[config.mk]
export PLATFORM = sky130hd
export DESIGN_NAME = ibpr_cfg
export DESIGN_NICKNAME = d
export VERILOG_FILES = /design/src/sv/ibpr_pkg.sv /design/src/sv/ibpr_cfg.sv
export SDC_FILE = /design/constraint.sdc
export NUM_CORES = 1
export LEC_CHECK = 0
export BUFFER_PORTS_ARGS = -buffer_cell sky130_fd_sc_hd__buf_2
export CAP_MARGIN = 40
export CORE_MARGIN = 10
export CORE_UTILIZATION = 38
export CTS_BUF_LIST = sky130_fd_sc_hd__clkbuf_8
export DETAILED_ROUTE_END_ITERATION = 7
export PLACE_DENSITY = 0.88
export SLEW_MARGIN = 20
export SYNTH_ARGS = -nofsm -noshare
export SYNTH_HDL_FRONTEND = slang
export SYNTH_SLANG_ARGS = --single-unit
[constraint.sdc]
create_clock -name clk -period 1.1 [get_ports clk]
set_clock_uncertainty 0.1 [all_clocks]
set_input_delay 0.22 -clock clk [delete_from_list [all_inputs] [get_ports clk]]
set_output_delay 0.22 -clock clk [all_outputs]
set_load 0.1 [all_outputs]
[src/sv/ibpr_pkg.sv]
`default_nettype none
package ibpr_pkg;

  // fixed field widths
  localparam int PIX_W    = 8;
  localparam int WIDTH_W  = 11;
  localparam int HEIGHT_W = 16;
  localparam int ROW_W    = HEIGHT_W + 1;

  // default line store depth
  localparam int MAX_WIDTH_DEF = 1024;

  // pixel levels
  localparam logic [PIX_W-1:0] PIX_BLACK = 8'h00;
  localparam logic [PIX_W-1:0] PIX_WHITE = 8'hFF;

  // register reset values and lower limit
  localparam logic [WIDTH_W-1:0]  WIDTH_RST  = 11'd640;
  localparam logic [HEIGHT_W-1:0] HEIGHT_RST = 16'd480;
  localparam logic [WIDTH_W-1:0]  WIDTH_MIN  = 11'd3;
  localparam logic [HEIGHT_W-1:0] HEIGHT_MIN = 16'd3;

  // register file
  localparam int CFG_ADDR_W = 3;
  localparam int CFG_DATA_W = 32;
  localparam logic REG_FRAME_WIDTH  = 1'b0;
  localparam logic REG_FRAME_HEIGHT = 1'b1;

  // per-item control carried down the pipe
  typedef struct packed {
    logic emit;
    logic interior;
    logic last;
  } ibpr_tag_t;

endpackage
`default_nettype wire

[src/sv/ibpr_cfg.sv]
`default_nettype none
module ibpr_cfg
  import ibpr_pkg::*;
#(
  parameter int MAX_WIDTH = MAX_WIDTH_DEF
) (
  input  wire logic                  clk,
  input  wire logic                  rst_n,
  input  wire logic                  psel,
  input  wire logic                  penable,
  input  wire logic                  pwrite,
  input  wire logic [CFG_ADDR_W-1:0] paddr,
  input  wire logic [CFG_DATA_W-1:0] pwdata,
  output logic      [CFG_DATA_W-1:0] prdata,
  output logic                       pready,
  output logic      [WIDTH_W-1:0]    frame_width,
  output logic      [HEIGHT_W-1:0]   frame_height,
  output logic                       restart
);

  logic [WIDTH_W-1:0]  width_r, width_nxt;
  logic [HEIGHT_W-1:0] height_r, height_nxt;
  logic [WIDTH_W-1:0]  wr_width;
  logic [HEIGHT_W-1:0] wr_height;
  logic                wr_en;
  logic                reg_idx;

  assign pready  = 1'b1;
  assign wr_en   = psel && penable && pwrite;
  assign reg_idx = paddr[2];
  assign restart = wr_en;

  // clamp written values to the supported range
  always_comb begin
    wr_width  = pwdata[WIDTH_W-1:0];
    wr_height = pwdata[HEIGHT_W-1:0];
    if (wr_width < WIDTH_MIN) begin
      wr_width = WIDTH_MIN;
    end else if (32'(wr_width) > 32'(MAX_WIDTH)) begin
      wr_width = WIDTH_W'(MAX_WIDTH);
    end
    if (wr_height < HEIGHT_MIN) begin
      wr_height = HEIGHT_MIN;
    end
  end

  always_comb begin
    width_nxt  = width_r;
    height_nxt = height_r;
    if (wr_en) begin
      case (reg_idx)
        REG_FRAME_WIDTH:  width_nxt  = wr_width;
        REG_FRAME_HEIGHT: height_nxt = wr_height;
        default: ;
      endcase
    end
  end

  always_ff @(posedge clk) begin
    if (!rst_n) begin
      width_r  <= WIDTH_RST;
      height_r <= HEIGHT_RST;
    end else begin
      width_r  <= width_nxt;
      height_r <= height_nxt;
    end
  end

  // read back
  always_comb begin
    case (reg_idx)
      REG_FRAME_WIDTH:  prdata = CFG_DATA_W'(width_r);
      REG_FRAME_HEIGHT: prdata = CFG_DATA_W'(height_r);
      default:          prdata = '0;
    endcase
  end

  assign frame_width  = width_r;
  assign frame_height = height_r;

endmodule
`default_nettype wire

==> results.sh <==
export IMPL_worst_hold_path_type="primary input to register"
export IMPL_fmaxAchievable_ghz=0.7073
export IMPL_synth_commonest_cells="nand2_1, dfxtp_1, buf_4"
export IMPL_synthTopCellsByArea="dfxtp_1, nand2_1, mux2_2"
export IMPL_port_buffers=65
export IMPL_tns_ns=-7.812
export IMPL_seq_area_frac_synth_pct=38.40
export IMPL_syn_inst=167
export IMPL_cts_buffer_depth=2
export IMPL_cts_sinks=27
export IMPL_slowest_stage="dfxtp_4"
export IMPL_grtUsageTotal_pct=18.11
export IMPL_relSlewSlack_pct=66.37
export IMPL_top_layer="met4"
export IMPL_synth_edff_count=0
export IMPL_worst_ep_arrival_time_ns=1.09
export IMPL_final_antenna_net_count=0
export IMPL_grt_pass1_wl_um=9308
export IMPL_wl_met1_um=2437
export IMPL_synth_seq_cells=27
export IMPL_setup_viol_count_final=47
export IMPL_syn_area_um2=1408
export IMPL_drc=0
export IMPL_crit_type="register to output port"
export IMPL_die_h_um=80.86
export IMPL_cts_buffers=3
export IMPL_yosys_warnings=0
export IMPL_dr_total_vias=1663
export IMPL_syn_to_final_growth_pct=125.9
export IMPL_finalNonFillerCells=331
export IMPL_syn_area_per_cell_um2=8.429
export IMPL_antenna_found_initial=0
export IMPL_diodes=0
export IMPL_core_um2=3633
export IMPL_peakVddDrop_v=0.0007120
export IMPL_max_cap_violations=0
export IMPL_setup_slack_ns=-0.3138
export IMPL_die_area_um2=6538
export IMPL_fin_nets=324
export IMPL_rsz0062_at_grt="true"
export IMPL_cp_required_ns=0.78
export IMPL_p_leak_nw=1.414
export IMPL_place_congestion=0.8019
export IMPL_clk_pin_slew_ns=0.10
export IMPL_multi_input_area_um2=810.8
export IMPL_drt_total_wl_um=6882
export IMPL_hold_path_depth=3
export IMPL_tritoncts="built"
export IMPL_wl_met3_um=562
export IMPL_ys_async_sr_fraction_pct=0
export IMPL_viasPerCell=5.024
export IMPL_dp_cells=309
export IMPL_violations="setup timing"
export IMPL_synth_top_cell_by_area="dfxtp_1"
export IMPL_clock_root_buffer="clkbuf_8"
export IMPL_slew_viol_final=0
export IMPL_end_kind="output port"
export IMPL_ys_types=23
export IMPL_synth_top_family_by_area="simple AND/OR/NAND/NOR gates"
export IMPL_cp_cell_sequence="mux2_4 > buf_12"
export IMPL_drt_iter0_markers=96
export IMPL_cp_start_kind="register"
export IMPL_layout_min_cycle_time_ns=1.414
export IMPL_cp_num_buf_inv=1
export IMPL_r2r_start="frame_width[8]"
export IMPL_synthFlopType="dfxtp_1"
export IMPL_avgRoutedWirePerCell_um=20.79
export IMPL_die_width_um=80.86
export IMPL_status="finished with violations"
export IMPL_num_io_pins=101
export IMPL_synthMuxAreaShare_pct=10.40
export IMPL_tightest_slew_ns=0.4974
export IMPL_cts_hold_buf=0
export IMPL_cp_max_fo=2
export IMPL_htreeDepth=1
export IMPL_clk_latency_ns=0.28
export IMPL_cp_slowest_stage_delay_ns=0.36
export IMPL_rows=22
export IMPL_fin_crit_sh_pct=128.5
export IMPL_cellPowerDensity_nw_per_um2=840.4
export IMPL_min_from="pwdata[14]"
export IMPL_grt_max_degree=21
export IMPL_synthAdderAreaFrac_pct=0
export IMPL_dpl_hpwl_um=4360
export IMPL_r2r_cells=5
export IMPL_firstDrtPassIters=4
export IMPL_yosysMostFrequentCell="nand2_1"
export IMPL_synth_xor_area_share_pct=0
export IMPL_initial_core_util_pct=38.74
export IMPL_wl_met2_um=3782
export IMPL_synth_top_area_share_pct=38.40
export IMPL_drive_above_1_share_pct=62.90
export IMPL_finalHoldViolCount=0
export IMPL_gr_total_overflow=0
export IMPL_critPathLaunch="frame_width[8]"
export IMPL_fill_cells=157
export IMPL_register_area_um2=641.9
export IMPL_crit_cells=2
export IMPL_crit_family="flip-flops"
export IMPL_grt_pass1_vias=1817
export IMPL_synthSimpleGateAreaFrac_pct=28.18
export IMPL_synth_compound_area_share_pct=9.778
[logic make-up after synthesis]
kind of cell / count (synthesis)
compound gates: 19
buf+inv: 28
flops: 27
mux: 13
other cells: 2
simple gates: 78
[state kept, by name, summed over array words and instances, names as in the netlist]
signal        count
frame_width      11
frame_height     16
[metal layers]
metal  up-vias  GRT usage [%]
met5         -              0
met4         0          4.325
met3        10          6.071
met2        75          35.83
met1       817          17.46
li1        761              -
[layout by cell type (no fill, tap or decap), types with 5 or more instances in the layout]
master    Yosys  final
a21boi_0     15     11
a21boi_1      2      6
and2_4        0      5
buf_12        0     45
buf_2         5     14
buf_4        18     30
buf_6         0     34
conb_1        2     17
dfxtp_4       0     27
mux2_4        0     11
nand2_1      43     43
nand3_1       8      8
nand3b_1      9      9
[where the power goes]
part / total, W / switching (W) / internal, W
Sequential: 0.000964 / 0.0000166 / 0.000947
Clock: 0.000578 / 0.000327 / 0.000251
Combinational: 0.00113 / 0.000755 / 0.000375
[repair_timing]
item	4_1_cts	5_1_grt
cloned	1	0
buffers inserted	10	21
setup endpoints to repair	45	55
pin swaps	6	5
resized for setup	31	23
[final timing paths]
kind	end	slack [ns]
worst max register to register	frame_width[8]	0.02
worst max-delay path	prdata[8]	-0.31
worst min register to register	frame_height[15]	0.43
worst min-delay path	frame_height[14]	0.1
[cell type report]
| cell class | instances | area share [%] |
|---|---|---|
| Clock buffer | 3 | 1.299 |
| Timing Repair Buffer | 125 | 51.00 |
| Tap cell | 48 | 1.889 |
| Multi-Input combinational cell | 127 | 25.50 |
| Sequential cell | 27 | 20.19 |
| Clock inverter | 1 | 0.1181 |
[worst min-delay path, cell delays in order]
cell,delay [ns]
buf_2,0.10
nand2_1,0.05
a21boi_0,0.07
[metrics by stage]
stage               util (%)  hold slack [ns]  worst slack (ns)  total power [W]  area (um^2)
finish                 87.50          0.09945           -0.3138         0.002672         3179
global placement       77.58           0.3603           -0.2510         0.002002         2819
detailed placement     77.58           0.3764           -0.3006         0.002019         2819
global route           87.50          0.09807           -0.3415         0.002753         3179
CTS                    84.57          0.09059           -0.3044         0.002616         3073
floorplan                  -           0.2435           -0.1938         0.001727         1650
No activity file was read; power rests on OpenSTA's default activity.
