File: src/sv/ibpr_pkg.sv
`default_nettype none
package ibpr_pkg;

  // fixed field widths
  localparam int PIX_W    = 8;
  localparam int WIDTH_W  = 11;
  localparam int HEIGHT_W = 16;
  localparam int ROW_W    = HEIGHT_W + 1;

  // default line store depth
  localparam int MAX_WIDTH_DEF = 1024;

  // pixel levels
  localparam logic [PIX_W-1:0] PIX_BLACK = 8'h00;
  localparam logic [PIX_W-1:0] PIX_WHITE = 8'hFF;

  // register reset values and lower limit
  localparam logic [WIDTH_W-1:0]  WIDTH_RST  = 11'd640;
  localparam logic [HEIGHT_W-1:0] HEIGHT_RST = 16'd480;
  localparam logic [WIDTH_W-1:0]  WIDTH_MIN  = 11'd3;
  localparam logic [HEIGHT_W-1:0] HEIGHT_MIN = 16'd3;

  // register file
  localparam int CFG_ADDR_W = 3;
  localparam int CFG_DATA_W = 32;
  localparam logic REG_FRAME_WIDTH  = 1'b0;
  localparam logic REG_FRAME_HEIGHT = 1'b1;

  // per-item control carried down the pipe
  typedef struct packed {
    logic emit;
    logic interior;
    logic last;
  } ibpr_tag_t;

endpackage
`default_nettype wire

File: src/sv/ibpr_window.sv
`default_nettype none
module ibpr_window
  import ibpr_pkg::*;
(
  input  wire logic             clk,
  input  wire logic             rst_n,
  input  wire logic             s1_valid,
  input  wire ibpr_tag_t        s1_tag,
  input  wire logic [PIX_W-1:0] s1_pix,
  input  wire logic [PIX_W-1:0] col_up,
  input  wire logic [PIX_W-1:0] col_mid,
  output logic                  s1_adv,
  output logic                  out_valid,
  output logic      [PIX_W-1:0] out_pixel,
  output logic                  out_last,
  input  wire logic             out_ready
);

  logic [PIX_W-1:0] win_r   [0:2][0:2];
  logic [PIX_W-1:0] win_nxt [0:2][0:2];
  logic             out_valid_r, out_valid_nxt;
  logic [PIX_W-1:0] out_pixel_r;
  logic             out_last_r;
  logic             isolated;
  logic [PIX_W-1:0] result;
  logic             shift;
  logic             load;

  // stage retires unless it carries a beat and the output slot is held
  assign s1_adv = s1_valid && (!s1_tag.emit || !out_valid_r || out_ready);
  assign shift  = s1_adv;
  assign load   = s1_adv && s1_tag.emit;

  // window after shifting in the new column
  always_comb begin
    for (int r = 0; r < 3; r++) begin
      win_nxt[r][0] = win_r[r][1];
      win_nxt[r][1] = win_r[r][2];
    end
    win_nxt[0][2] = col_up;
    win_nxt[1][2] = col_mid;
    win_nxt[2][2] = s1_pix;
  end

  // black centre with all eight neighbours white
  always_comb begin
    isolated = (win_nxt[1][1] == PIX_BLACK);
    for (int r = 0; r < 3; r++) begin
      for (int c = 0; c < 3; c++) begin
        if ((r != 1 || c != 1) && win_nxt[r][c] != PIX_WHITE) begin
          isolated = 1'b0;
        end
      end
    end
    result = (s1_tag.interior && isolated) ? PIX_WHITE : win_nxt[1][1];
  end

  always_ff @(posedge clk) begin
    if (!rst_n) begin
      for (int r = 0; r < 3; r++) begin
        for (int c = 0; c < 3; c++) begin
          win_r[r][c] <= '0;
        end
      end
    end else if (shift) begin
      win_r <= win_nxt;
    end
  end

  // output register
  always_comb begin
    out_valid_nxt = out_valid_r;
    if (load) begin
      out_valid_nxt = 1'b1;
    end else if (out_ready) begin
      out_valid_nxt = 1'b0;
    end
  end

  always_ff @(posedge clk) begin
    if (!rst_n) begin
      out_valid_r <= 1'b0;
    end else begin
      out_valid_r <= out_valid_nxt;
    end
  end

  always_ff @(posedge clk) begin
    if (load) begin
      out_pixel_r <= result;
      out_last_r  <= s1_tag.last;
    end
  end

  assign out_valid = out_valid_r;
  assign out_pixel = out_pixel_r;
  assign out_last  = out_last_r;

endmodule
`default_nettype wire

File: config.mk
export PLATFORM = sky130hd
export DESIGN_NAME = ibpr_window
export DESIGN_NICKNAME = d
export VERILOG_FILES = /design/src/sv/ibpr_pkg.sv /design/src/sv/ibpr_window.sv
export SDC_FILE = /design/constraint.sdc
export NUM_CORES = 1
export LEC_CHECK = 0
export ABC_AREA = 1
export ABC_CLOCK_PERIOD_IN_PS = 3280
export BUFFER_PORTS_ARGS = -buffer_cell sky130_fd_sc_hd__buf_2
export CELL_PAD_IN_SITES_DETAIL_PLACEMENT = 0
export CELL_PAD_IN_SITES_GLOBAL_PLACEMENT = 1
export CORE_MARGIN = 5
export CORE_UTILIZATION = 43
export DETAILED_ROUTE_END_ITERATION = 8
export PLACE_DENSITY_LB_ADDON = 0.05
export SYNTH_ARGS = -nofsm -noshare
export SYNTH_HDL_FRONTEND = slang
export SYNTH_SLANG_ARGS = --single-unit
File: constraint.sdc
create_clock -name clk -period 3.28 [get_ports clk]
set_input_delay 0.492 -clock clk [delete_from_list [all_inputs] [get_ports clk]]
set_output_delay 0.492 -clock clk [all_outputs]
set_load 0.05 [all_outputs]
==> run metrics, run 1 <==
register bit count reported by yosys 58; final hold slack 0.345 ns; outcome complete, no violations; critical path cell sequence nand3_1 -> and2_4 -> buf_2; hold_buf cts 0; primary flip-flop cell chosen by synthesis mapping dfxtp_1; depth of the worst register-to-register path 5; pins over their slew limit 0; num rows 26; antenna-violating nets left 0; pre-CTS setup slack approximately 1.3 ns; number of I/O pins 42; longest individual stage delay on the worst path 0.44 ns; cell with the biggest individual delay on the critical path and2_4; number of DRC markers in iteration 0 around 120; vias in the first global route 1749; maximum number of pins on one net before global-route repair 52; Setup TNS Final 0 ns; number of gates given a new drive strength after cts 0; # clock sinks 58; period utilization 0.614; mean instance size in the synthesized netlist 7.96 um^2; required time of the critical path 2.79 ns; upper clock frequency limit roughly 500 MHz; placed instance count approximately 380; final-stage net count 356; Cell Count, Final, Fillers Out 400; root cell of the clock tree clkbuf_8; kind of cell adding the most delay to the critical path simple AND/OR/NAND/NOR gates; endpoint of the most critical setup path s1_adv; post-synthesis net count 320; first-pass GRT wire length approximately 7700 um; met1 wire length about 2300 um; Setup Skew ~0.0042 ns; worst voltage drop across the vdd grid between 0.0003 and 0.0004 V; buffer count from post-CTS setup fixing 0; Power Total 1.58 mW; summed instance area of the synthesized netlist approximately 2300 um^2; Syn Inst Count 289; min-delay worst type input pin to flip-flop; number of buffers and inverters on the critical path 1; RR Startpoint out_valid$_SDFFE_PN0P_; power density over cell area 591 nW/um^2; capturing point of the worst reg2reg path win_nxt[37]$_SDFFE_PN0P_; die height roughly 83 um; Slew Limit Headroom 0.534; class of the most critical setup path flip-flop to output pin; maximum fanout count along the critical path between 50 and 60; deepest level of the CTS H-tree 3; count of buffers from port buffering slightly above 40; clk buf depth 2; Clock Latency Late Sink between 0.3 and 0.4 ns; overflow left after global routing 0; element type at the critical path end output pin; PnR worst setup slack 1.27 ns; Avg Vias per Cell 4.65; post-synthesis async set-or-reset flop share 0; DRT Wirelength between 4000 and 5000 um; instance count on the critical path 3; crit path from out_valid$_SDFFE_PN0P_; cts bufs inserted 9; initial antenna violation count 0; count of endpoints failing hold in the final timing report 0; horizontal die dimension 83.1 um; most repeated cell in the gate-level netlist after synthesis nor2_1; global-route total usage across every layer 0.139; leakage power summed over all cells ~1.2 nW; share of synthesized area occupied by flip-flops and latches 0.544; total DRC errors in the routed layout 0; highest routing layer actually used met4; count of different cell masters after synthesis 20; area delta synth->final 16.5%; area fraction of the dominant cell type after synthesis 0.427; Routability Congestion 0.737; CTS tree done; Antenna diodes 0; WL met3 207 um; worst-margin pin slew 0.699 ns; clock transition at the register clock pins on the worst setup and hold paths after CTS around 0.060 ns; Synth top cells by count nor2_1, dfxtp_1, o21ai_0; WL per Instance between 10 and 15 um; type of origin of the critical path flip-flop; routed length on met2 just under 2000 um; share of post-route cells with drive strength above 1 0.206; total number of vias approximately 1.9k; Period minus WS final 2.01 ns; number of detailed-routing iterations run before antenna repair 4; Die ar. 6910 um^2; HPWL after detailed placement 2850 um; max-cap viol count 0; data arrival time of the worst path between 1.5 and 2 ns; initial cell density of the core 0.447; unrepaired setup endpoints after global routing false; slack of the worst reg-to-reg path roughly 1.7 ns; number of enable-type register cells in the synthesized netlist 9; Core ar. 5140 um^2; largest area contributor in the synthesized netlist dfxtp_1; largest cells by area after synthesis dfxtp_1, edfxtp_1, nor2_1, o21ai_0, nand2_1; Final Setup Violations 0; YS warnings 0
cell families after synthesis:
group | count (synthesis) | synth area share
simple gates | 134 | 0.241
buf+inv | 33 | 0.0756
flops | 58 | 0.544
compound gates | 64 | 0.139
how the worst min path moves through the flow:
stage | start | endpoint | slack [ns] | cells past startpoint
floorplan | win_nxt[32]$_SDFFE_PN0P_ | win_nxt[32]$_SDFFE_PN0P_ | 0.46 | 2
global placement | win_nxt[10]$_SDFFE_PN0P_ | win_nxt[18]$_SDFFE_PN0P_ | 0.49 | 2
detailed placement | win_nxt[36]$_SDFFE_PN0P_ | win_nxt[36]$_SDFFE_PN0P_ | 0.50 | 2
CTS | s1_tag[0] | out_last$_DFFE_PP_ | 0.33 | 1
global route | s1_tag[0] | out_last$_DFFE_PP_ | 0.32 | 1
finish | s1_tag[0] | out_last$_DFFE_PP_ | 0.34 | 1
layout make-up:
type,instances,area (um^2)
fill,518,2460
sequential,58,1250
multi-input combinational,198,875
timing repair buffer,41,205
clock buffer,10,138
tap,70,87.6
inverter,17,66.3
clock inverter,6,56.3
registers in the layout (all words and copies together), names as in the netlist:
register / flops
win_nxt: 48
out_pixel: 8
out_last: 1
out_valid: 1
stage by stage:
stage                     instance area (um^2)  utilization
after floorplan                           2300            -
after global placement                    2480        0.483
after detailed placement                  2480        0.483
after CTS                                 2680        0.521
after global routing                      2680        0.521
final                                     2680        0.521
placed cells by master (no fill, tap or decap):
master	n
buf_2	41
dfxtp_1	49
edfxtp_1	9
clkinv_2	3
bufinv_16	1
clkbuf_8	10
nand2_1	41
o21ai_0	48
nand4_1	7
nor3_1	1
nand3_1	2
nor2_2	10
nor2_1	72
and2_4	1
inv_1	16
clkinv_1	1
inv_4	1
a21oi_1	16
clkinvlp_4	1
power breakdown:
group          switching, mW  total (mW)  internal (mW)
combinational          0.103       0.153         0.0505
sequential            0.0242       0.797          0.773
clock                  0.268       0.632          0.364
worst reg2reg max path, delay by kind of cell (launching register included):
family	cells	cell delay [ns]
and+or+nand+nor	2	0.52
DFF	1	0.32
buffers and inverters	1	0.34
AOI/OAI and AO/OA	2	0.30
routing by layer:
layer,GRT usage,vias up
met1,0.172,810
met2,0.211,40
met3,0.0416,7
li1,-,1004
met5,0,-
met4,0.0847,0
Note: power is estimated with default switching activity, not from simulation.
==> run 2: changes to the inputs <==
- ABC_CLOCK_PERIOD_IN_PS: 3280 -> 1650
- CORE_UTILIZATION: 43 -> 36
- clock period: 3.28 -> 1.65 ns (I/O delays scaled with it)
==> run metrics, run 2 (same netlist as run 1, synthesis figures left out) <==
share of post-route cells with drive strength above 1 0.207 (was 0.206); WL per Instance 11.8 um (was 11.2 um); final-stage net count 359 (was 356); count of endpoints failing hold in the final timing report 0 (unchanged); Comb power frac 0.109 (was 0.097); cts bufs inserted 9 (unchanged); CTS tree done (unchanged); number of DRC markers in iteration 0 64 (was 122); global-route total usage across every layer 0.128 (was 0.139); element type at the critical path end output pin (unchanged); longest individual stage delay on the worst path 0.32 ns (was 0.44 ns); total number of vias 1887 (was 1861); capturing point of the worst reg2reg path out_pixel[7]$_SDFFCE_PP1P_ (was win_nxt[37]$_SDFFE_PN0P_); worst voltage drop across the vdd grid 0.000443 V (was 0.000374 V); type of origin of the critical path flip-flop (unchanged); Setup TNS Final 0 ns (unchanged); buffer count from post-CTS setup fixing 0 (unchanged); outcome complete, no violations (unchanged); endpoint of the most critical setup path s1_adv (unchanged); cell with the biggest individual delay on the critical path dfxtp_1 (was and2_4); placed instance count 394 (was 384); Clock Latency Late Sink 0.33 ns (was 0.32 ns); HPWL after detailed placement 3230 um (was 2850 um); Cell Count, Final, Fillers Out 410 (was 400); period utilization 0.926; slack of the worst reg-to-reg path 0.32 ns (was 1.68 ns); number of detailed-routing iterations run before antenna repair 4 (unchanged); leakage power summed over all cells 1.18 nW (was 1.17 nW); power density over cell area 1110 nW/um^2 (was 591 nW/um^2); clock transition at the register clock pins on the worst setup and hold paths after CTS 0.06 ns (about the same); vias in the first global route 1886 (was 1749); critical path cell sequence nand3_1 -> and2_4 -> buf_12 -> buf_6 (was nand3_1 -> and2_4 -> buf_2); routed length on met2 2130 um (was 1930 um); Die ar. 8090 um^2 (was 6910 um^2); unrepaired setup endpoints after global routing false (unchanged); Routability Congestion 0.692 (was 0.737); Antenna diodes 0 (unchanged); required time of the critical path 1.40 ns (was 2.79 ns); antenna-violating nets left 0 (unchanged); met1 wire length 2410 um (was 2250 um); WL met3 201 um (was 207 um); data arrival time of the worst path 1.28 ns (was 1.52 ns); Core ar. 6280 um^2 (was 5140 um^2); count of buffers from port buffering 41 (unchanged); horizontal die dimension 89.9 um (was 83.1 um); class of the most critical setup path flip-flop to output pin (unchanged); clock network fraction of design power 0.366 (was 0.400); overflow left after global routing 0 (unchanged); num rows 29 (was 26); highest routing layer actually used met4 (unchanged); Setup Skew 0.00627 ns (was 0.00418 ns); deepest level of the CTS H-tree 3 (unchanged); maximum fanout count along the critical path 49 (was 51); DRT Wirelength 4820 um (was 4470 um); commonest non-fill, non-tap cell in the layout nor2_1 (unchanged); first-pass GRT wire length 8520 um (was 7710 um); initial antenna violation count 0 (unchanged); maximum number of pins on one net before global-route repair 50 (was 52); total DRC errors in the routed layout 0 (unchanged); min-delay worst type input pin to flip-flop (unchanged); final hold slack 0.103 ns (was 0.345 ns); worst-margin pin slew 0.327 ns (was 0.699 ns); clk buf depth 2 (unchanged); sequential cell fraction of total power 0.526 (was 0.504); number of I/O pins 42 (unchanged); Avg Vias per Cell 4.60 (was 4.65); Internal Power 2.23 mW (was 1.19 mW); initial cell density of the core 0.366 (was 0.447); max-cap viol count 0 (unchanged); pre-CTS setup slack 0.281 ns (was 1.29 ns); depth of the worst register-to-register path 8 (was 5); # clock sinks 58 (unchanged); crit path from out_valid$_SDFFE_PN0P_ (unchanged); P_sw 0.782 mW (was 0.395 mW); PnR worst setup slack 0.121 ns (was 1.27 ns); upper clock frequency limit between 600 and 700 MHz; flip-flop count of the largest register after layout 48 (unchanged); sw frac 0.259 (was 0.250); highest-count cells in the layout ignoring fill and taps nor2_1, dfxtp_1, o21ai_0 (unchanged); root cell of the clock tree clkbuf_8 (unchanged); pins over their slew limit 0 (unchanged); RR Startpoint win_nxt[11]$_SDFFE_PN0P_ (was out_valid$_SDFFE_PN0P_); Slew Limit Headroom 0.782 (was 0.534); Final Setup Violations 0 (unchanged); Period minus WS final 1.53 ns; die height 89.9 um (was 83.1 um); area delta synth->final 18.4% (was 16.5%)
-- run 2: cell types whose count changed in the layout (fill, tap and decap cells not counted) --
cell / before / now
buf_12: 0 / 3
buf_2: 41 / 40
buf_6: 0 / 1
bufinv_16: 1 / 0
clkbuf_1: 0 / 3
clkinv_1: 1 / 0
clkinvlp_4: 1 / 0
-- run 2: worst min-delay path by stage --
stage / startpoint / to / slack (ns) / cells past startpoint
finish: s1_tag[0] / out_last$_DFFE_PP_ / 0.10 / 1
floorplan: s1_tag[0] / out_last$_DFFE_PP_ / 0.35 / 0
detailed placement: s1_tag[0] / out_last$_DFFE_PP_ / 0.43 / 1
CTS: s1_tag[0] / out_last$_DFFE_PP_ / 0.08 / 1
global placement: s1_tag[0] / out_last$_DFFE_PP_ / 0.43 / 1
global route: s1_tag[0] / out_last$_DFFE_PP_ / 0.09 / 1
-- run 2: layout make-up --
type,count,area [um^2]
tap,77,96.3
inverter,17,66.3
clock buffer,13,149
clock inverter,3,15.0
multi-input combinational,198,875
sequential,58,1250
timing repair buffer,44,272
fill,678,3550
-- run 2: per-layer routing --
| layer | track usage | vias to the layer above |
|---|---|---|
| met5 | 0 | - |
| met4 | 0.0744 | 0 |
| met3 | 0.0317 | 8 |
| met2 | 0.195 | 38 |
| met1 | 0.165 | 830 |
| li1 | - | 1011 |
-- run 2: worst max-delay path, delay by kind of cell, from the launching register on --
| kind | cells | cell delay (ns) |
|---|---|---|
| buffers and inverters | 2 | 0.39 |
| AND/OR/NAND/NOR | 2 | 0.25 |
| flip-flops | 1 | 0.32 |
-- run 2: stage by stage --
stage                      util  area, um^2  total power [mW]
after global routing      0.434        2720              3.19
after detailed placement  0.407        2550              1.95
after global placement    0.407        2550              1.95
after CTS                 0.433        2720              3.07
after floorplan               -        2300              1.84
final                     0.434        2720              3.02
-- run 2: power groups by stage --
| stage | Clock [mW] | Combinational (mW) | Sequential, mW |
|---|---|---|---|
| global route | 1.21 | 0.377 | 1.60 |
| CTS | 1.15 | 0.335 | 1.58 |
| floorplan | 0 | 0.195 | 1.65 |
| global placement | 0 | 0.331 | 1.62 |
| finish | 1.10 | 0.328 | 1.58 |
| detailed placement | 0 | 0.332 | 1.62 |
-- run 2: what timing repair did --
action / 4_1_cts / 5_1_grt
resized for setup: 1 / 1
cloned: 0 / 0
endpoints found under the hold margin: 0 / 0
setup endpoints to repair: 1 / 1
hold buffers: 0 / 0
==> run 3: changes to the inputs <==
- ABC_CLOCK_PERIOD_IN_PS: 1650 -> 1700
- CORE_UTILIZATION: 36 -> 40
- clock period: 1.65 -> 1.7 ns (I/O delays scaled with it)
==> run metrics, run 3 (same netlist as run 1, synthesis figures left out) <==
initial cell density of the core 0.415 (was 0.366); required time of the critical path 1.44 ns (was 1.40 ns); P_sw 0.736 mW (was 0.782 mW); root cell of the clock tree clkbuf_8 (unchanged); pins over their slew limit 0 (unchanged); type of origin of the critical path flip-flop (unchanged); # clock sinks 58 (unchanged); period utilization 0.848; antenna-violating nets left 0 (unchanged); cell with the biggest individual delay on the critical path dfxtp_1 (unchanged); area occupied by registers 1250 um^2 (unchanged); clk buf depth 2 (unchanged); Core ar. 5540 um^2 (was 6280 um^2); leakage power summed over all cells 1.18 nW (about the same); Comb power frac 0.108 (was 0.109); WL per Instance 11.7 um (was 11.8 um); number of DRC markers in iteration 0 74 (was 64); Internal Power 2.17 mW (was 2.23 mW); Die ar. 7370 um^2 (was 8090 um^2); deepest level of the CTS H-tree 3 (unchanged); total number of vias 1878 (was 1887); Final Setup Violations 0 (unchanged); Antenna diodes 0 (unchanged); maximum number of pins on one net before global-route repair 50 (unchanged); die height 85.8 um (was 89.9 um); Filler Cells Inserted 588 (was 678); DRT Wirelength 4750 um (was 4820 um); flip-flop count of the largest register after layout 48 (unchanged); count of buffers from port buffering 41 (unchanged); outcome complete, no violations (unchanged); worst-margin pin slew 0.374 ns (was 0.327 ns); critical path cell sequence nand3_1 -> and2_4 -> buf_2 (was nand3_1 -> and2_4 -> buf_12 -> buf_6); longest individual stage delay on the worst path 0.32 ns (about the same); Setup Skew 0.00531 ns (was 0.00627 ns); area delta synth->final 17.7% (was 18.4%); data arrival time of the worst path 1.19 ns (was 1.28 ns); hold_buf cts 0 (unchanged); initial antenna violation count 0 (unchanged); Final Util 0.488 (was 0.434); share of post-route cells with drive strength above 1 0.210 (was 0.207); clock network fraction of design power 0.361 (was 0.366); worst voltage drop across the vdd grid 0.000438 V (was 0.000443 V); sequential cell fraction of total power 0.531 (was 0.526); horizontal die dimension 85.8 um (was 89.9 um); Clock Latency Late Sink 0.31 ns (was 0.33 ns); slack of the worst reg-to-reg path 0.36 ns (was 0.32 ns); Power Total 2.90 mW (was 3.02 mW); upper clock frequency limit 694 MHz; first-pass GRT wire length 8070 um (was 8520 um); total placed instance area 2540 um^2 (was 2550 um^2); overflow left after global routing 0 (unchanged); min-delay worst type input pin to flip-flop (unchanged); buffer count from post-CTS setup fixing 0 (unchanged); number of I/O pins 42 (unchanged); Slew Limit Headroom 0.750 (was 0.782); maximum fanout count along the critical path 8 (was 49); HPWL after detailed placement 3170 um (was 3230 um); num rows 27 (was 29); max-cap viol count 0 (unchanged); number of detailed-routing iterations run before antenna repair 4 (unchanged); number of gates given a new drive strength after cts 0 (was 1); sw frac 0.254 (was 0.259); Routability Congestion 0.735 (was 0.692); global-route total usage across every layer 0.137 (was 0.128); element type at the critical path end output pin (unchanged); count of endpoints failing hold in the final timing report 0 (unchanged); CTS tree done (unchanged); final-stage net count 360 (was 359); unrepaired setup endpoints after global routing false (unchanged); commonest non-fill, non-tap cell in the layout nor2_1 (unchanged); highest-count cells in the layout ignoring fill and taps nor2_1, dfxtp_1, o21ai_0 (unchanged); pre-CTS setup slack 0.308 ns (was 0.281 ns); cts bufs inserted 9 (unchanged); vias in the first global route 1802 (was 1886); total DRC errors in the routed layout 0 (unchanged); power density over cell area 1070 nW/um^2 (was 1110 nW/um^2); class of the most critical setup path flip-flop to output pin (unchanged); PnR worst setup slack 0.259 ns (was 0.121 ns); Setup TNS Final 0 ns (unchanged); multi-input combinational cell area 875 um^2 (unchanged); Avg Vias per Cell 4.63 (was 4.60); Period minus WS final 1.44 ns; clock transition at the register clock pins on the worst setup and hold paths after CTS 0.06 ns (about the same); finished layout cell area 2710 um^2 (was 2720 um^2)
-- run 3: worst paths after layout --
check,from,end,cells past startpoint
max,out_valid$_SDFFE_PN0P_,s1_adv,3
min,s1_tag[0],out_last$_DFFE_PP_,1
max reg2reg,out_valid$_SDFFE_PN0P_,win_nxt[57]$_SDFFE_PN0P_,6
min reg2reg,win_nxt[9]$_SDFFE_PN0P_,win_nxt[17]$_SDFFE_PN0P_,2
-- run 3: layout make-up --
type,instances,share of cell area
clock buffers,13,0.0550
clock inverters,3,0.00555
inverters,17,0.0245
multi-input cells,198,0.323
flip-flops and latches,58,0.462
well taps,72,0.0333
repair buffers,45,0.0962
-- run 3: power by group through the flow --
stage | clock, mW | combinational (mW) | sequential (mW)
after floorplan | 0 | 0.190 | 1.60
after global placement | 0 | 0.316 | 1.57
after detailed placement | 0 | 0.318 | 1.57
after CTS | 1.09 | 0.320 | 1.54
after global routing | 1.15 | 0.358 | 1.55
final | 1.05 | 0.314 | 1.54
-- run 3: layer usage --
layer | track usage | routed length (um) | up-vias
li1 | - | - | 1012
met1 | 0.167 | 2240 | 835
met2 | 0.225 | 2230 | 29
met3 | 0.0375 | 246 | 2
met4 | 0.0604 | 29 | 0
met5 | 0 | 0 | -
-- run 3: metrics by stage --
step | hold slack (ns) | std cells
after CTS | 0.0968 | 406
after detailed placement | 0.434 | 390
after global routing | 0.0964 | 406
final | 0.115 | 406
after floorplan | 0.354 | 289
after global placement | 0.433 | 390
-- run 3: worst max-delay path, delay by kind of cell (launching register included) --
kind / cells / cell delay [ns]
buffers and inverters: 1 / 0.27
DFF: 1 / 0.32
and+or+nand+nor: 2 / 0.27
