<file path="src/sv/ibpr_pkg.sv">
`default_nettype none
package ibpr_pkg;

  // fixed field widths
  localparam int PIX_W    = 8;
  localparam int WIDTH_W  = 11;
  localparam int HEIGHT_W = 16;
  localparam int ROW_W    = HEIGHT_W + 1;

  // default line store depth
  localparam int MAX_WIDTH_DEF = 1024;

  // pixel levels
  localparam logic [PIX_W-1:0] PIX_BLACK = 8'h00;
  localparam logic [PIX_W-1:0] PIX_WHITE = 8'hFF;

  // register reset values and lower limit
  localparam logic [WIDTH_W-1:0]  WIDTH_RST  = 11'd640;
  localparam logic [HEIGHT_W-1:0] HEIGHT_RST = 16'd480;
  localparam logic [WIDTH_W-1:0]  WIDTH_MIN  = 11'd3;
  localparam logic [HEIGHT_W-1:0] HEIGHT_MIN = 16'd3;

  // register file
  localparam int CFG_ADDR_W = 3;
  localparam int CFG_DATA_W = 32;
  localparam logic REG_FRAME_WIDTH  = 1'b0;
  localparam logic REG_FRAME_HEIGHT = 1'b1;

  // per-item control carried down the pipe
  typedef struct packed {
    logic emit;
    logic interior;
    logic last;
  } ibpr_tag_t;

endpackage
`default_nettype wire

</file>
<file path="src/sv/ibpr_ctrl.sv">
`default_nettype none
module ibpr_ctrl
  import ibpr_pkg::*;
#(
  parameter int MAX_WIDTH = MAX_WIDTH_DEF,
  localparam int COL_W = (MAX_WIDTH > 1) ? $clog2(MAX_WIDTH) : 1,
  localparam int CMP_W = ((COL_W > WIDTH_W) ? COL_W : WIDTH_W) + 1
) (
  input  wire logic                clk,
  input  wire logic                rst_n,
  input  wire logic                fire,
  input  wire logic [PIX_W-1:0]    pixel_in,
  input  wire logic                is_fill,
  input  wire logic [WIDTH_W-1:0]  frame_width,
  input  wire logic [HEIGHT_W-1:0] frame_height,
  input  wire logic                restart,
  output logic                     step,
  output logic      [COL_W-1:0]    col,
  output logic      [PIX_W-1:0]    pix,
  output ibpr_tag_t                tag
);

  logic [COL_W-1:0]    in_col_r, in_col_nxt;
  logic [ROW_W-1:0]    in_row_r, in_row_nxt;
  logic [COL_W-1:0]    out_col_r, out_col_nxt;
  logic [HEIGHT_W-1:0] out_row_r, out_row_nxt;
  logic                in_frame;
  logic                in_wrap;
  logic                out_col_end;
  logic                out_row_end;
  logic [CMP_W-1:0]    width_ext;
  logic [ROW_W-1:0]    height_ext;
  logic [ROW_W-1:0]    out_row_p1;

  assign width_ext  = CMP_W'(frame_width);
  assign height_ext = ROW_W'(frame_height);
  assign out_row_p1 = ROW_W'(out_row_r) + 1'b1;

  // fill beats inside the frame are dropped, pixels after it are flush
  assign in_frame = in_row_r < height_ext;
  assign step     = fire && !(in_frame && is_fill);
  assign pix      = in_frame ? pixel_in : PIX_BLACK;
  assign col      = in_col_r;

  // position tests
  assign in_wrap     = (CMP_W'(in_col_r) + 1'b1) >= width_ext;
  assign out_col_end = (CMP_W'(out_col_r) + 1'b1) >= width_ext;
  assign out_row_end = out_row_p1 >= height_ext;

  always_comb begin
    tag.emit     = (in_row_r > ROW_W'(1)) || (in_row_r == ROW_W'(1) && in_col_r != '0);
    tag.interior = (out_row_r != '0) && !out_row_end && (out_col_r != '0) && !out_col_end;
    tag.last     = out_row_end && out_col_end;
  end

  // counter update
  always_comb begin
    in_col_nxt  = in_col_r;
    in_row_nxt  = in_row_r;
    out_col_nxt = out_col_r;
    out_row_nxt = out_row_r;
    if (restart || (step && tag.emit && tag.last)) begin
      in_col_nxt  = '0;
      in_row_nxt  = '0;
      out_col_nxt = '0;
      out_row_nxt = '0;
    end else if (step) begin
      if (in_wrap) begin
        in_col_nxt = '0;
        in_row_nxt = in_row_r + 1'b1;
      end else begin
        in_col_nxt = in_col_r + 1'b1;
      end
      if (tag.emit) begin
        if (out_col_end) begin
          out_col_nxt = '0;
          out_row_nxt = out_row_r + 1'b1;
        end else begin
          out_col_nxt = out_col_r + 1'b1;
        end
      end
    end
  end

  always_ff @(posedge clk) begin
    if (!rst_n) begin
      in_col_r  <= '0;
      in_row_r  <= '0;
      out_col_r <= '0;
      out_row_r <= '0;
    end else begin
      in_col_r  <= in_col_nxt;
      in_row_r  <= in_row_nxt;
      out_col_r <= out_col_nxt;
      out_row_r <= out_row_nxt;
    end
  end

endmodule
`default_nettype wire

</file>
<file path="config.mk">
export PLATFORM = sky130hd
export DESIGN_NAME = ibpr_ctrl
export DESIGN_NICKNAME = d
export VERILOG_FILES = /design/src/sv/ibpr_pkg.sv /design/src/sv/ibpr_ctrl.sv
export SDC_FILE = /design/constraint.sdc
export NUM_CORES = 1
export LEC_CHECK = 0
export BUFFER_PORTS_ARGS = -buffer_cell sky130_fd_sc_hd__buf_4
export CAP_MARGIN = 30
export CORE_UTILIZATION = 35
export CTS_BUF_LIST = sky130_fd_sc_hd__clkbuf_8 sky130_fd_sc_hd__clkbuf_16
export CTS_CLUSTER_SIZE = 24
export DETAILED_ROUTE_END_ITERATION = 6
export GPL_ROUTABILITY_DRIVEN = 0
export PLACE_DENSITY = 0.55
export SYNTH_ARGS = -nofsm -noshare
export SYNTH_HDL_FRONTEND = slang
export SYNTH_SLANG_ARGS = --single-unit
</file>
<file path="constraint.sdc">
create_clock -name clk -period 3.8 [get_ports clk]
set_input_delay 0.76 -clock clk [delete_from_list [all_inputs] [get_ports clk]]
set_output_delay 0.76 -clock clk [all_outputs]
set_load 0.05 [all_outputs]
</file>
==> results.md, run 1 <==
- Status: finished, violations left
- Failing checks: DRC
- Synth Register Bits: 53
- Syn nets: 669
- Unrepaired setup endpoints after global routing: true
- Synthesis-to-layout area growth: 26.9%
- Nets: 748
- Startpoint Class: register
- Post-Synth Adder-Cell Area: 0.169
- Reg clk slew, reported paths: 0.08 ns
- Synth warnings: 0
- HPWL after DPL: 9.50 mm
- Synth Area in XOR/XNOR: 0.0640
- Initial Util: 0.358
- Hold Violations, Final: 0
- Worst-Margin Slew: 0.766 ns
- Slew margin rel.: 0.489
- Post-route DRC: 2
- First-pass GRT wire length: 20.2 mm
- Via density: 5.34
- Multiplexer share of the synthesized area: 0.00222
- 1st-iter DRT viols: 182
- Post-Synth Simple-Gate Area: 0.274
- ANT cells: 0
- Total track usage: 0.190
- Syn Area/Cell: 7.95 um2
- Root buffer cell: clkbuf_16
- Synthesized area: 4520 um2
- Skew final: 0.00616 ns
- Port buffer count: 61
- Die Ht: 116 um
- Detail Route Antenna Nets: 0
- Core Footprint: 12600 um2
- Initial antenna violation count: 0
- Post-layout minimum cycle time: 3.71 ns
- Post-synth ARST share: 0
- Die area: 13400 um2
- DRT Pass-1 Iters: 6
- CTS tree: yes
- Crit path DAT: 2.95 ns
- H-tree levels: 2
- Max Buffers Root-to-Sink: 2
- # Max-Cap Violations: 0
- Die span in x: 116 um
- CP Class: register to primary output
- Vias in the first global route: 4234
- Worst skew pair latency: 0.30 ns
- Crit path max fanout: 4
- Crit end category: primary output
- Post-synth EDFFs: 0
- Ports: 62
- CTS buffer count: 5
- Largest net degree at the start of global routing: 34
- Post-layout util: 0.454
- Largest family of logic cells by synthesized area: simple AND/OR/NAND/NOR gates
- Worst EP required: 3.04 ns
- Setup Viol. Count Final: 0
- Final instance area: 5730 um2
- CTS Sinks: 53
- Global route total overflow: 0
- Sequential fraction of the synthesis area: 0.235
- # rows: 41
- Max Clk Rate: 270 MHz
- Most used DFF post-synth: dfxtp_1
- Layout cell share with drive strength beyond 1: 0.242
- Final wirelength: 12.5 mm
- Via count: 4378
- Post-Syn Instances: 568
- Max-slew violation count: 0
- Yosys cell types: 60
- DR WL/cell: 15.2 um
- Worst IR drop on VDD: 0.139 mV
- Final Cycle Share: 0.975
- Synth Area in Compound Gates: 0.194
- Pwr per Cell Area: 226 nW/um2
- DP Area: 5230 um2
- Hold Path Class: register to register
- LEAKAGE: 2.54 nW
-- layout make-up --
| class | count | area (um2) |
|---|---|---|
| fillers | 1275 | 6890 |
| multi-input cells | 451 | 3350 |
| flip-flops and latches | 53 | 1080 |
| repair buffers | 93 | 737 |
| well taps | 172 | 215 |
| inverters | 43 | 161 |
| clock buffers | 5 | 125 |
| clock inverters | 3 | 65.1 |
-- through the flow --
| step | total power [mW] | std cells | worst slack, ns | setup TNS (ns) | hold WS, ns |
|---|---|---|---|---|---|
| 6_report | 1.30 | 820 | 0.0942 | 0 | 0.499 |
| 2_1_floorplan | 0.644 | 568 | 0.00865 | 0 | 0.462 |
| 5_1_grt | 1.34 | 820 | -0.0655 | -0.128 | 0.529 |
| 4_1_cts | 1.31 | 807 | 0.00138 | 0 | 0.500 |
| 3_5_place_dp | 0.707 | 798 | -0.0216 | -0.0216 | 0.485 |
| 3_3_place_gp | 0.704 | 798 | 0.0308 | 0 | 0.475 |
-- layout by cell type, fill, tap and decap left out, types with 10 or more instances in the layout --
cell type and instances:
a21oi_1 52, and2_1 10, and3_1 12, buf_4 87, dfxtp_1 42, ha_1 59, inv_1 42, nand2_1 43
nand3_1 28, nand4_1 15, nor2_1 25, o21ai_0 10, o21ai_1 16, or3_1 17, or4_1 11, xnor2_1 15
xor2_1 14
-- Yosys cell counts (all sizes together) (3+ instances only) --
library cell,count,area [um2]
nand2b,3,18.8
dfxtp,53,1060
o21a,3,22.5
nand3b,6,45.0
nor4,7,43.8
or4,11,82.6
xnor2,19,166
o211ai,4,53.8
a31oi,3,25.0
nand4,15,93.8
a21o,9,67.6
and2,11,68.8
and3,13,81.3
ha,61,763
nor2b,5,31.3
or3,17,106
o22ai,6,37.5
clkbuf,10,37.5
inv,43,161
a221oi,4,41.3
nand4b,4,35.0
nand3,36,190
o21ai,30,161
nand2,46,175
xor2,14,123
buf,11,80.1
a21oi,53,265
or4b,3,30.0
o31ai,6,45.0
nor2,30,120
nor3,11,77.6
-- timing repair --
action / CTS / global route
gates resized for setup: 17 / 35
endpoints found under the setup margin: 2 / 10
hold buffers: 0 / 0
buffers inserted: 1 / 13
pin swaps: 4 / 18
-- layer usage --
| metal | vias up | share of wire | global-route usage |
|---|---|---|---|
| li1 | 2230 | - | - |
| met1 | 2038 | 0.48 | 0.252 |
| met2 | 94 | 0.47 | 0.325 |
| met3 | 16 | 0.036 | 0.0251 |
| met4 | 0 | 0.016 | 0.0442 |
| met5 | - | 0 | 0 |
-- critical path, stage by stage (launching register included) --
cell and delay, ns:
dfxtp_4 0.37, ha_4 0.16, nand3_4 0.09, nor3_4 0.28, buf_4 0.17, nand3_2 0.11, xnor2_2 0.16, ha_1 0.33
a21o_1 0.16, a21oi_1 0.19, o21ai_1 0.16, nor2_4 0.13, nand3_2 0.09, nor2_4 0.10, buf_8 0.15
-- registers in the layout (all words and copies together) (netlist names) --
signal and cells:
col 10, in_row_r 17, out_row_r 16, out_col_r 10
-- power breakdown --
group          internal, mW  switching (mW)
registers             0.554        0.000765
logic                0.0592          0.0809
clock network         0.377           0.226
-- logic make-up after synthesis --
| kind of cell | count (synthesis) |
|---|---|
| buffers and inverters | 64 |
| XOR/XNOR | 33 |
| AND/OR/NAND/NOR | 223 |
| flip-flops | 53 |
| multiplexers | 1 |
| AO/OA/AOI/OAI | 133 |
| adder cells (fa/ha/maj) | 61 |
-- path summary, 6_finish.rpt --
kind                                   start  cells past startpoint  slack (ns)            to
worst max-delay path            out_row_r[1]                     14        0.09        tag[1]
worst min-delay path            out_col_r[8]                      2        0.50  out_col_r[8]
worst max register to register        col[0]                     12        0.37        col[2]
worst min register to register  out_col_r[8]                      2        0.50  out_col_r[8]
Power figures use the tool's default switching activity.
==> run 2, diff against run 1 <==
--- a/config.mk
+++ b/config.mk
@@ -7,12 +7,12 @@
 export LEC_CHECK = 0
 export BUFFER_PORTS_ARGS = -buffer_cell sky130_fd_sc_hd__buf_4
 export CAP_MARGIN = 30
-export CORE_UTILIZATION = 35
+export CORE_UTILIZATION = 30
 export CTS_BUF_LIST = sky130_fd_sc_hd__clkbuf_8 sky130_fd_sc_hd__clkbuf_16
 export CTS_CLUSTER_SIZE = 24
 export DETAILED_ROUTE_END_ITERATION = 6
 export GPL_ROUTABILITY_DRIVEN = 0
-export PLACE_DENSITY = 0.55
+export PLACE_DENSITY = 0.49
 export SYNTH_ARGS = -nofsm -noshare
 export SYNTH_HDL_FRONTEND = slang
 export SYNTH_SLANG_ARGS = --single-unit
==> constraint.sdc (replaced) <==
create_clock -name clk -period 3.45 [get_ports clk]
set_input_delay 0.69 -clock clk [delete_from_list [all_inputs] [get_ports clk]]
set_output_delay 0.69 -clock clk [all_outputs]
set_load 0.05 [all_outputs]
==> results.md, run 2 (synthesized netlist as in run 1, its figures left out) <==
- Post-layout util: 0.412
- Crit path DAT: 2.92 ns
- Skew final: 0.00591 ns
- Hold Violations, Final: 0
- Worst EP required: 2.76 ns
- Global route total overflow: 0
- Core Footprint: 14600 um2
- Post-layout minimum cycle time: 3.61 ns
- Max FFs per register: 17
- CTS buffer count: 5
- Crit end category: primary output
- Die span in x: 125 um
- WHS Path Cells: 2
- Post-route DRC: 0
- Critical R2R Launch: col[1]
- Commonest non-fill, non-tap cell in the layout: buf_4
- CP Buf/Inv Count: 2
- Crit path max fanout: 3
- Max Buffers Root-to-Sink: 2
- Dpl cells: 841
- Failing checks: setup timing
- Worst R2R Path Depth: 12
- Worst IR drop on VDD: 0.240 mV
- Hold Path Class: register to register
- DP Area: 5490 um2
- Biggest regs: in_row_r (17), out_row_r (16)
- Largest net degree at the start of global routing: 31
- Via count: 4474
- Nets: 780
- CP Class: register to primary output
- Die Ht: 125 um
- Total track usage: 0.168
- Pwr per Cell Area: 231 nW/um2
- Final wirelength: 12.9 mm
- H-tree levels: 2
- Via density: 5.18
- Hold Path End: out_col_r[8]
- Final Cycle Share: 1.05
- Worst path max stage delay: 0.38 ns
- Ports: 62
- CTS Sinks: 53
- Reg clk slew, reported paths: 0.07 ns
- Layout fillers: 1487
- Detail Route Antenna Nets: 0
- Max-slew violation count: 0
- Hold Path Origin: out_col_r[8]
- Worst skew pair latency: 0.31 ns
- DR WL/cell: 15.0 um
- Slew margin rel.: 0.443
- LEAKAGE: 2.68 nW
- Max Clk Rate: 277 MHz
- Critical path's slowest cell: dfxtp_4
- HPWL after DPL: 9.92 mm
- Non-Filler Instances: 864
- First-pass GRT wire length: 21.3 mm
- Status: finished, violations left
- Setup slack, reg-to-reg: 0.27 ns
- Setup Viol. Count Final: 2
- Port buffer count: 61
- Top reg by flops: in_row_r
- Commonest non-fill, non-tap cells in the layout: buf_4 (118), ha_1 (59), a21oi_1 (51)
- Worst-Margin Slew: 0.836 ns
- Final TNS setup: -0.272 ns
- DRT Pass-1 Iters: 5
- Die area: 15600 um2
- CTS tree: yes
- Vias in the first global route: 4252
- Final worst slack: -0.156 ns
- Root buffer cell: clkbuf_16
- Synthesis-to-layout area growth: 33.0%
- RR Endpoint: col[2]
- Initial Util: 0.310
- # rows: 44
- Final instance area: 6010 um2
- Startpoint Class: register
- ANT cells: 0
- Delay-heaviest family, CP: compound AO/OA/AOI/OAI gates
- Critical path cell sequence: ha_4 > nand3_4 > buf_4 > xnor2_1 > ha_1 > a21o_1 > a21o_1 > a221oi_4 > o22ai_4 > nor2_4 > nand3_2 > nor2_4 > buf_8
- Initial antenna violation count: 0
- Unrepaired setup endpoints after global routing: true
- # Max-Cap Violations: 0
- Layout cell share with drive strength beyond 1: 0.282
- 1st-iter DRT viols: 227
-- run 2: cell types whose count changed in the layout (fill, tap and decap cells not counted), sizes merged --
cell | previous run | this run
clkinv | 1 | 0
bufinv | 2 | 1
buf | 93 | 125
clkinvlp | 0 | 1
clkbuf | 5 | 6
-- run 2: tightest hold or removal path, stage by stage (launching register included) --
cell and delay (ns):
dfxtp_1 0.34, nand2_1 0.06, a21oi_1 0.05
-- run 2: through the flow --
| stage | power, mW | hold WS, ns | worst slack [ns] |
|---|---|---|---|
| 3_5_place_dp | 0.781 | 0.491 | -0.125 |
| 4_1_cts | 1.41 | 0.501 | -0.139 |
| 6_report | 1.39 | 0.500 | -0.156 |
| 5_1_grt | 1.45 | 0.528 | -0.311 |
| 2_1_floorplan | 0.710 | 0.462 | -0.131 |
| 3_3_place_gp | 0.778 | 0.484 | -0.0496 |
-- run 2: worst max path at each step --
stage / startpoint / end / slack [ns] / cells after the start
6_report: out_row_r[1] / tag[1] / -0.16 / 13
5_1_grt: out_row_r[0] / tag[0] / -0.31 / 16
4_1_cts: out_row_r[1] / tag[1] / -0.14 / 14
3_5_place_dp: out_row_r[1] / tag[1] / -0.13 / 14
3_3_place_gp: out_row_r[1] / tag[1] / -0.05 / 14
2_1_floorplan: out_row_r[2] / tag[0] / -0.13 / 14
-- run 2: cell type report --
type	count	area, um2	area share
Sequential cell	53	1080	0.179
Tap cell	184	230	0.0383
Timing Repair Buffer	125	981	0.163
Multi-Input combinational cell	451	3380	0.563
Inverter	43	161	0.0269
Clock buffer	6	139	0.0231
Clock inverter	2	37.5	0.00625
-- run 2: metal layers --
layer  share of wire  global-route usage  vias to the layer above  wire [um]
li1                -                   -                     2291          -
met1            0.47               0.222                     2096       6080
met2            0.48               0.285                       80       6220
met3           0.040              0.0326                        7        523
met4          0.0072              0.0298                        0         93
met5               0                   0                        -          0
-- run 2: power by group --
part / internal [mW] / leakage (nW) / switching [mW]
combinational: 0.0690 / 2.16 / 0.0912
clock: 0.363 / 0.0831 / 0.255
sequential: 0.610 / 0.431 / 0.000789
total: 1.04 / 2.68 / 0.347
-- run 2: timing repair --
action / CTS / global route
buffers inserted: 11 / 6
pin swaps: 13 / 24
gates resized for setup: 32 / 24
setup endpoints to repair: 2 / 21
hold buffers: 0 / 0
==> run 3, diff against run 2 <==
--- a/config.mk
+++ b/config.mk
@@ -5,14 +5,15 @@
 export SDC_FILE = /design/constraint.sdc
 export NUM_CORES = 1
 export LEC_CHECK = 0
-export BUFFER_PORTS_ARGS = -buffer_cell sky130_fd_sc_hd__buf_4
 export CAP_MARGIN = 30
 export CORE_UTILIZATION = 30
 export CTS_BUF_LIST = sky130_fd_sc_hd__clkbuf_8 sky130_fd_sc_hd__clkbuf_16
 export CTS_CLUSTER_SIZE = 24
 export DETAILED_ROUTE_END_ITERATION = 6
+export DONT_BUFFER_PORTS = 1
 export GPL_ROUTABILITY_DRIVEN = 0
-export PLACE_DENSITY = 0.49
+export GPL_TIMING_DRIVEN = 0
+export PLACE_DENSITY = 0.46
 export SYNTH_ARGS = -nofsm -noshare
 export SYNTH_HDL_FRONTEND = slang
 export SYNTH_SLANG_ARGS = --single-unit
==> constraint.sdc (replaced) <==
create_clock -name clk -period 3.5 [get_ports clk]
set_input_delay 0.7 -clock clk [delete_from_list [all_inputs] [get_ports clk]]
set_output_delay 0.7 -clock clk [all_outputs]
set_load 0.05 [all_outputs]
==> results.md, run 3 (synthesized netlist as in run 1, its figures left out) <==
- Status: finished, violations left
- Failing checks: setup timing
- Register area: 1120 um2
- 1st-iter DRT viols: 132
- Via density: 5.40
- Setup slack, reg-to-reg: 0.20 ns
- Worst skew pair latency: 0.30 ns
- Die area: 15600 um2
- ANT cells: 0
- LEAKAGE: 2.38 nW
- Final Cycle Share: 1.05
- Setup Viol. Count Final: 2
- DP Area: 4780 um2
- Final worst slack: -0.184 ns
- Critical R2R Launch: col[0]
- Worst Setup SP: out_row_r[0]
- Worst path max stage delay: 0.39 ns
- Port buffer count: 0
- HPWL after DPL: 9.95 mm
- Post-route DRC: 0
- # Max-Cap Violations: 0
- Final instance area: 5610 um2
- RR Endpoint: in_row_r[8]
- Skew final: 0.00396 ns
- Root buffer cell: clkbuf_16
- Final wirelength: 13.3 mm
- Die Ht: 125 um
- Slew margin rel.: 0.530
- Worst R2R Path Depth: 13
- Max Clk Rate: 271 MHz
- Vias in the first global route: 4042
- Initial antenna violation count: 0
- Via count: 4290
- Multi-input gate area: 3540 um2
- Hold Violations, Final: 0
- H-tree levels: 2
- Critical path's slowest cell: dfxtp_4
- CP Capture Point: tag[1]
- CTS Sinks: 53
- Commonest non-fill, non-tap cells in the layout: ha_1 (56), a21oi_1 (51), nand2_1 (43), inv_1 (43), buf_4 (42)
- Logic gate share of total power: 0.096
- Crit path max fanout: 4
- Cell internal pwr: 0.911 mW
- First-pass GRT wire length: 21.2 mm
- Switching Share: 0.256
- DRT Pass-1 Iters: 4
- Largest net degree at the start of global routing: 15
- Ports: 62
- Layout fillers: 1506
- Pwr per Cell Area: 218 nW/um2
- Crit path DAT: 2.98 ns
- Dpl ws: -0.614 ns
- Sequential power share: 0.487
- Top reg by flops: in_row_r
- Total track usage: 0.169
- Clock Power Share: 0.416
- Max-slew violation count: 0
- Nets: 712
- Max FFs per register: 17
- Commonest non-fill, non-tap cell in the layout: ha_1
- Worst-Margin Slew: 0.704 ns
- CTS buffer count: 5
- # rows: 44
- Reg clk slew, reported paths: 0.07 ns
- Unrepaired setup endpoints after global routing: true
- Final TNS setup: -0.319 ns
- Layout cell share with drive strength beyond 1: 0.252
- DR WL/cell: 16.7 um
- Startpoint Class: register
- Crit end category: primary output
- Post-layout minimum cycle time: 3.68 ns
- Biggest regs: in_row_r (17), out_row_r (16)
- Die span in x: 125 um
- Hold Path Class: register to register
- Global route total overflow: 0
- CTS tree: yes
- Final total power: 1.23 mW
- Sw power: 0.314 mW
- CP Class: register to primary output
- Worst IR drop on VDD: 0.168 mV
- Core Footprint: 14600 um2
- Max Buffers Root-to-Sink: 2
- Detail Route Antenna Nets: 0
- Initial Util: 0.310
- Critical path cell sequence: ha_4 > nand3_4 > nor3_4 > nand3_2 > xnor2_2 > ha_1 > a21o_1 > a21o_1 > a21oi_2 > o22ai_2 > nor2_4 > buf_6 > nand3_4 > nor2_4
- Worst EP required: 2.80 ns
- Synthesis-to-layout area growth: 24.3%
-- run 3: cell count changes in the layout (fill, tap and decap cells not counted), moves of 6 or more --
| cell | change |
|---|---|
| dfxtp_4 | +9 |
| buf_4 | -76 |
| and2_1 | -8 |
| dfxtp_2 | +8 |
| dfxtp_1 | -17 |
| clkbuf_1 | +6 |
| and2_4 | +6 |
-- run 3: how the worst min path moves through the flow --
stage / start / endpoint / slack [ns] / depth (start not counted)
after floorplan: out_col_r[1] / out_col_r[1] / 0.46 / 2
after global placement: out_col_r[9] / out_col_r[9] / 0.48 / 2
after detailed placement: out_col_r[1] / out_col_r[1] / 0.49 / 2
after CTS: out_col_r[9] / out_col_r[9] / 0.50 / 2
after global routing: out_col_r[9] / out_col_r[9] / 0.52 / 2
final: out_col_r[1] / out_col_r[1] / 0.50 / 2
-- run 3: what timing repair did --
action / 4_1_cts / 5_1_grt
hold buffers: 0 / 0
endpoints found under the setup margin: 55 / 35
gates cloned: 0 / 0
setup buffers: 14 / 24
resized for setup: 70 / 42
pin swaps: 20 / 29
-- run 3: worst max-delay path, delay by kind of cell, from the launching register on --
family / cells / cell delay (ns)
AO/OA/AOI/OAI: 4 / 0.59
buffers and inverters: 1 / 0.14
XOR/XNOR: 1 / 0.16
adder cells (fa/ha/maj): 2 / 0.46
AND/OR/NAND/NOR: 6 / 0.95
flip-flops: 1 / 0.39
-- run 3: power groups by stage --
stage | clock (mW) | sequential [mW] | combinational (mW)
3_5_place_dp | 0 | 0.619 | 0.107
4_1_cts | 0.532 | 0.600 | 0.112
2_1_floorplan | 0 | 0.619 | 0.0802
3_3_place_gp | 0 | 0.619 | 0.103
5_1_grt | 0.561 | 0.597 | 0.132
6_report | 0.510 | 0.597 | 0.118
-- run 3: stage by stage --
step,util,cells,hold slack [ns]
floorplan,-,568,0.462
global placement,0.327,752,0.482
detailed placement,0.328,753,0.487
CTS,0.360,772,0.501
global route,0.385,795,0.525
finish,0.385,795,0.498
-- run 3: routing by layer --
metal / part of all wire / track usage / vias up
met3: 0.038 / 0.0262 / 10
li1: - / - / 2163
met5: 0 / 0 / -
met1: 0.48 / 0.227 / 2041
met4: 0.014 / 0.0510 / 0
met2: 0.47 / 0.278 / 76
-- run 3: final cells by class --
class,count,share of cell area
multi-input cells,451,0.630
clock inverters,1,0.000669
inverters,43,0.0287
plain buffers,18,0.0207
repair buffers,39,0.0542
clock buffers,6,0.0247
well taps,184,0.0410
flip-flops and latches,53,0.199
